### src/bmh_pkg.sv
// Shared types and codes of the heap queue.
package bmh_pkg;

   localparam logic [1:0] MODE_INSERT = 2'd0;
   localparam logic [1:0] MODE_REMOVE = 2'd1;
   localparam logic [1:0] MODE_PEEK   = 2'd2;

   localparam logic [1:0] STATUS_OK    = 2'd0;
   localparam logic [1:0] STATUS_FULL  = 2'd1;
   localparam logic [1:0] STATUS_EMPTY = 2'd2;

   localparam int CAP_WIDTH = 9;

   typedef enum logic [3:0] {
      ST_IDLE,
      ST_UP_READ,
      ST_UP_WAIT,
      ST_UP_CMP,
      ST_DN_READ,
      ST_DN_WAIT,
      ST_DN_CMP,
      ST_DN_SWAP,
      ST_RESP
   } ctrl_state_type;

   // Commands from the controller to the datapath.
   typedef struct packed {
      logic load_item;      // latch the request
      logic write_item;     // latch the item, set cursor to count position (insert)
      logic up_read;        // read parent of the cursor
      logic up_swap;        // move parent down, step cursor up
      logic up_place;       // write the moving entry at the cursor
      logic rm_start;       // start removal: fetch last and root
      logic dn_read;        // read both children of the cursor
      logic dn_swap;        // move child up, step cursor down
      logic dn_place;       // write moving entry at cursor
      logic set_result;     // load the result register
      logic [1:0] status;
   } ctrl_cmd_type;

   // Status from the datapath to the controller.
   typedef struct packed {
      logic [1:0] mode;
      logic full;
      logic empty;
      logic up_at_root;     // cursor is the root
      logic up_go;          // parent strictly greater
      logic dn_leaf;        // no left child
      logic dn_go;          // moving key strictly greater than chosen child
   } dp_stat_type;

endpackage

### src/bmh_ctrl.sv
// Controller state machine of the heap queue.
module bmh_ctrl (
   input  logic                  clock,
   input  logic                  reset,
   input  logic                  req_valid,
   output logic                  req_ready,
   output logic                  rsp_valid,
   input  logic                  rsp_ready,
   input  bmh_pkg::dp_stat_type  stat,
   output bmh_pkg::ctrl_cmd_type cmd
);
   import bmh_pkg::*;

   ctrl_state_type state_ff, state_in;
   logic           rsp_valid_ff, rsp_valid_in;

   // Hold state and the result flag.
   always_ff @(posedge clock) begin
      if (reset) begin
         state_ff     <= ST_IDLE;
         rsp_valid_ff <= 1'b0;
      end else begin
         state_ff     <= state_in;
         rsp_valid_ff <= rsp_valid_in;
      end
   end

   assign rsp_valid = rsp_valid_ff;
   assign req_ready = (state_ff == ST_IDLE) && (!rsp_valid_ff || rsp_ready);

   // Sequence one operation; result goes out through the result register.
   always_comb begin
      state_in     = state_ff;
      cmd          = '0;
      rsp_valid_in = rsp_valid_ff && !rsp_ready;
      unique case (state_ff)
         ST_IDLE: begin
            if (req_valid && req_ready) begin
               cmd.load_item = 1'b1;
               state_in = ST_RESP;
               if (stat.mode == MODE_INSERT) begin
                  if (stat.full) begin
                     cmd.status = STATUS_FULL;
                  end else begin
                     cmd.write_item = 1'b1;
                     state_in = ST_UP_READ;
                  end
               end else if (stat.mode == MODE_REMOVE || stat.mode == MODE_PEEK) begin
                  if (stat.empty) begin
                     cmd.status = STATUS_EMPTY;
                  end else if (stat.mode == MODE_REMOVE) begin
                     cmd.rm_start = 1'b1;
                     state_in = ST_DN_READ;
                  end
               end
               if (state_in == ST_RESP) begin
                  cmd.set_result = 1'b1;
                  rsp_valid_in   = 1'b1;
                  state_in       = ST_IDLE;
               end
            end
         end
         ST_UP_READ: begin
            if (stat.up_at_root) begin
               cmd.up_place = 1'b1;
               state_in = ST_RESP;
            end else begin
               cmd.up_read = 1'b1;
               state_in = ST_UP_WAIT;
            end
         end
         // Keep the parent address so the read data stays in place.
         ST_UP_WAIT: begin
            cmd.up_read = 1'b1;
            state_in = ST_UP_CMP;
         end
         ST_UP_CMP: begin
            if (stat.up_go) begin
               cmd.up_swap = 1'b1;
               state_in = ST_UP_READ;
            end else begin
               cmd.up_place = 1'b1;
               state_in = ST_RESP;
            end
         end
         ST_DN_READ: begin
            if (stat.dn_leaf) begin
               cmd.dn_place = 1'b1;
               state_in = ST_RESP;
            end else begin
               cmd.dn_read = 1'b1;
               state_in = ST_DN_WAIT;
            end
         end
         ST_DN_WAIT: state_in = ST_DN_CMP;
         ST_DN_CMP: begin
            if (stat.dn_go) begin
               cmd.dn_swap = 1'b1;
               state_in = ST_DN_SWAP;
            end else begin
               cmd.dn_place = 1'b1;
               state_in = ST_RESP;
            end
         end
         ST_DN_SWAP: state_in = ST_DN_READ;
         ST_RESP: begin
            cmd.set_result = 1'b1;
            cmd.status     = STATUS_OK;
            rsp_valid_in   = 1'b1;
            state_in       = ST_IDLE;
         end
         default: state_in = ST_IDLE;
      endcase
   end

endmodule

### config.mk
export PLATFORM = sky130hd
export DESIGN_NAME = bmh_ctrl
export DESIGN_NICKNAME = d
export VERILOG_FILES = /design/src/bmh_pkg.sv /design/src/bmh_ctrl.sv
export SDC_FILE = /design/constraint.sdc
export NUM_CORES = 1
export LEC_CHECK = 0
export ABC_AREA = 1
export BUFFER_PORTS_ARGS = -buffer_cell sky130_fd_sc_hd__buf_2
export CAP_MARGIN = 20
export CELL_PAD_IN_SITES_DETAIL_PLACEMENT = 0
export CELL_PAD_IN_SITES_GLOBAL_PLACEMENT = 1
export CORE_UTILIZATION = 29
export CTS_BUF_LIST = sky130_fd_sc_hd__clkbuf_16
export DETAILED_ROUTE_END_ITERATION = 7
export HOLD_SLACK_MARGIN = 0.12
export PLACE_DENSITY_LB_ADDON = 0.1
export REMOVE_ABC_BUFFERS = 1
export SLEW_MARGIN = 15
export SYNTH_ARGS = -nofsm -noshare
export SYNTH_HDL_FRONTEND = slang
export SYNTH_SLANG_ARGS = --single-unit
export TNS_END_PERCENT = 1
### constraint.sdc
create_clock -name clock -period 2.9 [get_ports clock]
set_clock_uncertainty 0.15 [all_clocks]
set_input_delay 0.29 -clock clock [delete_from_list [all_inputs] [get_ports clock]]
set_output_delay 0.29 -clock clock [all_outputs]
set_load 0.05 [all_outputs]
# Yosys cells after proc, flatten, opt, wreduce, memory -nomap -nowiden
# Cells that the tools add are included.
# classes
n_eq_ne	12
n_mux	48
n_reduce_logical	9
# ops
operator	n
4-bit 2-to-1 mux	13
4-bit one-hot mux with 8 select lines	1
1-bit 2-to-1 mux	23
4-bit by 3-bit equality test with 1-bit output (second input constant)	4
2-bit 2-to-1 mux	5
4-bit by 2-bit equality test with 1-bit output (second input constant)	2
4-bit equality test (second input constant)	2
1-bit one-hot mux with 2 select lines	4
3-bit one-hot mux with 2 select lines	1
4-bit by 1-bit equality test with 1-bit output (second input constant)	1
4-bit zero test	1
1-bit logical AND	3
3-bit 2-to-1 mux	1
2-bit by 1-bit equality test with 1-bit output (second input constant)	1
2-bit equality test (second input constant)	1
1-bit zero test	2
2-bit zero test	1
1-bit logical OR	2
2-bit by 1-bit inequality test with 1-bit output (second input constant)	1
# word_totals
register_bits	5
in_bits	12
output_inout_bits	14
wordCells	71

# Logic depth before layout (Yosys ltp)
# logic_depth
ltp_word	11
ltp_mapped	8
mapped_depth_nobuf	8

# Worst setup path after synthesis
# Ideal clock, no wire load.
# synth_timing
path_type	reg2out
from	register rsp_valid_ff (netlist: rsp_valid)
to	output port cmd[0] (netlist name)
arrival_time_ns	1.754
required_time_ns	2.460
slack_ns	0.706
path_stages_with_launch	6
path_buffers	0
cell_sequence	dfxtp_1 inv_1 nor2_1 nor2_4 nand2_4 nor2_1
# synth_rtl
item	line	rtl
from (decl)	bmh_ctrl.sv:15	logic rsp_valid_ff, rsp_valid_in;
from (signal assigned)	bmh_ctrl.sv:24	rsp_valid_ff <= rsp_valid_in;
to (decl)	bmh_ctrl.sv:10	output bmh_pkg::ctrl_cmd_type cmd

==> impl_metrics.sql <==
INSERT INTO impl_metrics (metric_group, metric, value, unit) VALUES
('run_status', 'outcome', 'finished, final reports clean', ''),
('layout', 'drive_above_1_share', '37.7', '%'),
('place', 'pre_cts_ws', '1120', 'ps'),
('worst_setup_path', 'cp_slowest_cell', 'sky130_fd_sc_hd__dfxtp_1', ''),
('floorplan', 'coreArea', '1540', 'sq um'),
('place', 'portbufs', '25', ''),
('hold_path', 'instance_count_along_the_most_critical_hold_path', '2', ''),
('power', 'ir_drop', '0.450', 'mV'),
('power', 'p_leak', '0.000429', 'uW'),
('global_routing', 'track_usage', '13.1', '%'),
('yosys', 'post_synth_instance_area', '488', 'sq um'),
('worst_setup_path', 'crit_required', '2460', 'ps'),
('sta', 'final.setup.tns', '0', 'ps'),
('clock_tree', 'postCtsResizedCells', '0', ''),
('yosys', 'synth-warning-count', '0', ''),
('sta', 'layout_setup_ws', '958', 'ps'),
('route', 'post_drt_via_cell_ratio', '4.43', ''),
('worst_setup_path', 'crit_chain', 'nor2_4 > nand2_2 > nor2_4 > nand2_4 > clkinv_2 > nand2_1 > nand2_1 > buf_2', ''),
('layout', 'fillers', '177', ''),
('route', 'drt-total-wl', '1.13', 'mm'),
('floorplan', 'number_of_core_rows', '14', ''),
('worst_setup_path', 'r2r_setup_slack', '1600', 'ps'),
('clock_tree', 'cts.repair_timing.setup_buffer_count', '0', ''),
('worst_setup_path', 'critical_path.max_fanout', '8', ''),
('yosys', 'synth.yosys.seq_area_share', '20.5', '%'),
('clock_tree', 'tritoncts.num_buffers', '3', ''),
('hold_path', 'hold_class', 'in2reg', ''),
('floorplan', 'initial_utilization', '31.7', '%'),
('layout', 'num_antenna_cells', '0', ''),
('place', 'place.detailed.hpwl', '940', 'microns'),
('worst_setup_path', 'number_of_buffer_and_inverter_stages_on_the_critical_path', '2', ''),
('clock_tree', 'postCtsHoldBufs', '0', ''),
('power', 'power-per-cell-area', '556', 'nW/um^2'),
('floorplan', 'fp.dieArea', '1850', 'sq um'),
('route', 'detail_route.iter0.violations', '9', ''),
('layout', 'layout.cells.most_common_list', 'sky130_fd_sc_hd__buf_2 (25), sky130_fd_sc_hd__nor2_1 (16), sky130_fd_sc_hd__nand2_1 (13)', ''),
('route', 'route.vias.total', '541', ''),
('yosys', 'yosysTopAreaCell', 'sky130_fd_sc_hd__dfxtp_1', ''),
('floorplan', 'die_h', '43.0', 'microns'),
('power', 'power.total', '389', 'uW'),
('route', 'detailed_route_drc_error_count', '0', ''),
('layout', 'post-route-util', '45.5', '%'),
('clock_tree', 'h-tree-depth', '1', ''),
('global_routing', 'grt_pass1_vias', '452', ''),
('sta', 'period_needed', '1940', 'ps'),
('route', 'wire_per_inst', '9.25', 'microns'),
('worst_setup_path', 'timing.critical_path.arrival', '1500', 'ps'),
('sta', 'timing_hold_violations_final', '0', ''),
('clock_tree', 'clock_path_buffers', '2', ''),
('yosys', 'yosysTopAreaCellShare', '20.5', '%'),
('global_routing', 'grt-ovfl-total', '0', ''),
('clock_tree', 'cts_root_buf', 'sky130_fd_sc_hd__clkbuf_16', ''),
('yosys', 'synthTopCellsByArea', 'sky130_fd_sc_hd__dfxtp_1 (21%), sky130_fd_sc_hd__nor2_1 (12%), sky130_fd_sc_hd__nand2_1 (10%)', ''),
('yosys', 'synth_seq_cells', '5', ''),
('sta', 'fmaxAchievable', '515', 'MHz'),
('place', 'routabilityCongestion', '0.737', ''),
('sta', 'grt_setup_unrepaired', 'false', ''),
('floorplan', 'pin_count', '26', ''),
('sta', 'timing.slew.headroom', '77.5', '%'),
('yosys', 'synth.lib_cells_used.distinct', '21', ''),
('clock_tree', 'clkTransAtPathRegs', '30', 'ps'),
('worst_setup_path', 'worstReg2RegStart', 'state_ff[0]$_SDFFE_PP0P_', ''),
('global_routing', 'grt_max_degree', '9', ''),
('yosys', 'postSynthCellCount', '78', ''),
('sta', 'final_max_slew_viols', '0', ''),
('global_routing', 'first_pass_grt_wire_length', '1.74', 'mm'),
('clock_tree', 'clock_tree_from_tritoncts', 'yes', ''),
('hold_path', 'hp-start', 'reset', ''),
('clock_tree', 'clock_sink_count', '5', ''),
('global_routing', 'antenna_found_initial', '0', ''),
('floorplan', 'fp.dieW', '43.0', 'microns');
-- power by group --
group | internal, uW | switching, uW
Combinational | 26.5 | 66.7
Clock | 178 | 42.5
Sequential | 72.2 | 3.15
Total | 277 | 112
-- per-stage QoR --
step / hold slack (ps) / cell area [sq um]
3_5_place_dp: 356 / 622
5_1_grt: 146 / 701
6_report: 120 / 701
3_3_place_gp: 352 / 622
2_1_floorplan: 212 / 477
4_1_cts: 121 / 701
-- area by class of cell --
type	count	area (sq um)	area share, %
multi-input combinational	58	323	46.1
timing repair buffer	25	125	17.9
sequential	5	100	14.3
clock buffer	3	75.1	10.7
inverter	14	53.8	7.68
tap	16	20.0	2.86
clock inverter	1	3.75	0.536
-- worst max-delay path by stage --
stage                              from     end
4_1_cts        state_ff[0]$_SDFFE_PP0P_  cmd[2]
3_5_place_dp                    stat[6]  cmd[2]
6_report       state_ff[0]$_SDFFE_PP0P_  cmd[2]
5_1_grt        state_ff[0]$_SDFFE_PP0P_  cmd[2]
3_3_place_gp                    stat[6]  cmd[2]
2_1_floorplan      rsp_valid$_SDFF_PP0_  cmd[0]
-- flip-flops by register name (all words and copies together) (netlist names) --
signal and count:
rsp_valid 1, state_ff 4
-- per-layer routing --
layer | GRT usage [%] | share of wire (%) | up-vias
li1 | - | - | 303
met3 | 2.98 | 3.4 | 4
met4 | 10.9 | 2.6 | 0
met5 | 0 | 0 | -
met1 | 17.5 | 52 | 223
met2 | 17.6 | 42 | 11
-- cells in the mapped netlist --
library cell	n
sky130_fd_sc_hd__o21ai_0	1
sky130_fd_sc_hd__inv_1	11
sky130_fd_sc_hd__clkinv_2	1
sky130_fd_sc_hd__nand2_4	1
sky130_fd_sc_hd__a21oi_1	2
sky130_fd_sc_hd__o21bai_1	2
sky130_fd_sc_hd__dfxtp_1	5
sky130_fd_sc_hd__nand3b_1	3
sky130_fd_sc_hd__nand3_2	1
sky130_fd_sc_hd__nor2_1	16
sky130_fd_sc_hd__nand2_2	1
sky130_fd_sc_hd__nor2_2	2
sky130_fd_sc_hd__nand4_1	2
sky130_fd_sc_hd__buf_6	1
sky130_fd_sc_hd__ha_1	2
sky130_fd_sc_hd__nand2_1	13
sky130_fd_sc_hd__nor3_1	1
sky130_fd_sc_hd__nand3_1	7
sky130_fd_sc_hd__nor2_4	3
sky130_fd_sc_hd__inv_2	2
sky130_fd_sc_hd__nor3_2	1
-- worst reg2reg max path, cell delays in order, from the launching register on --
cell and delay, ps:
sky130_fd_sc_hd__dfxtp_1 390, sky130_fd_sc_hd__nor2_4 180, sky130_fd_sc_hd__nand2_2 110, sky130_fd_sc_hd__nor2_4 130, sky130_fd_sc_hd__inv_1 50, sky130_fd_sc_hd__a21oi_1 140, sky130_fd_sc_hd__nor2_1 50
-- logic make-up (layout without fill, tap and decap cells) --
family                     Yosys count  in the layout  share of synthesized area, %
DFF                                  5              5                          20.5
and+or+nand+nor                     51             51                          54.9
buffers and inverters               15             43                          13.3
AOI/OAI and AO/OA                    5              5                          6.15
adders and majority gates            2              2                          5.13
Note: power is estimated with default switching activity, not from simulation.
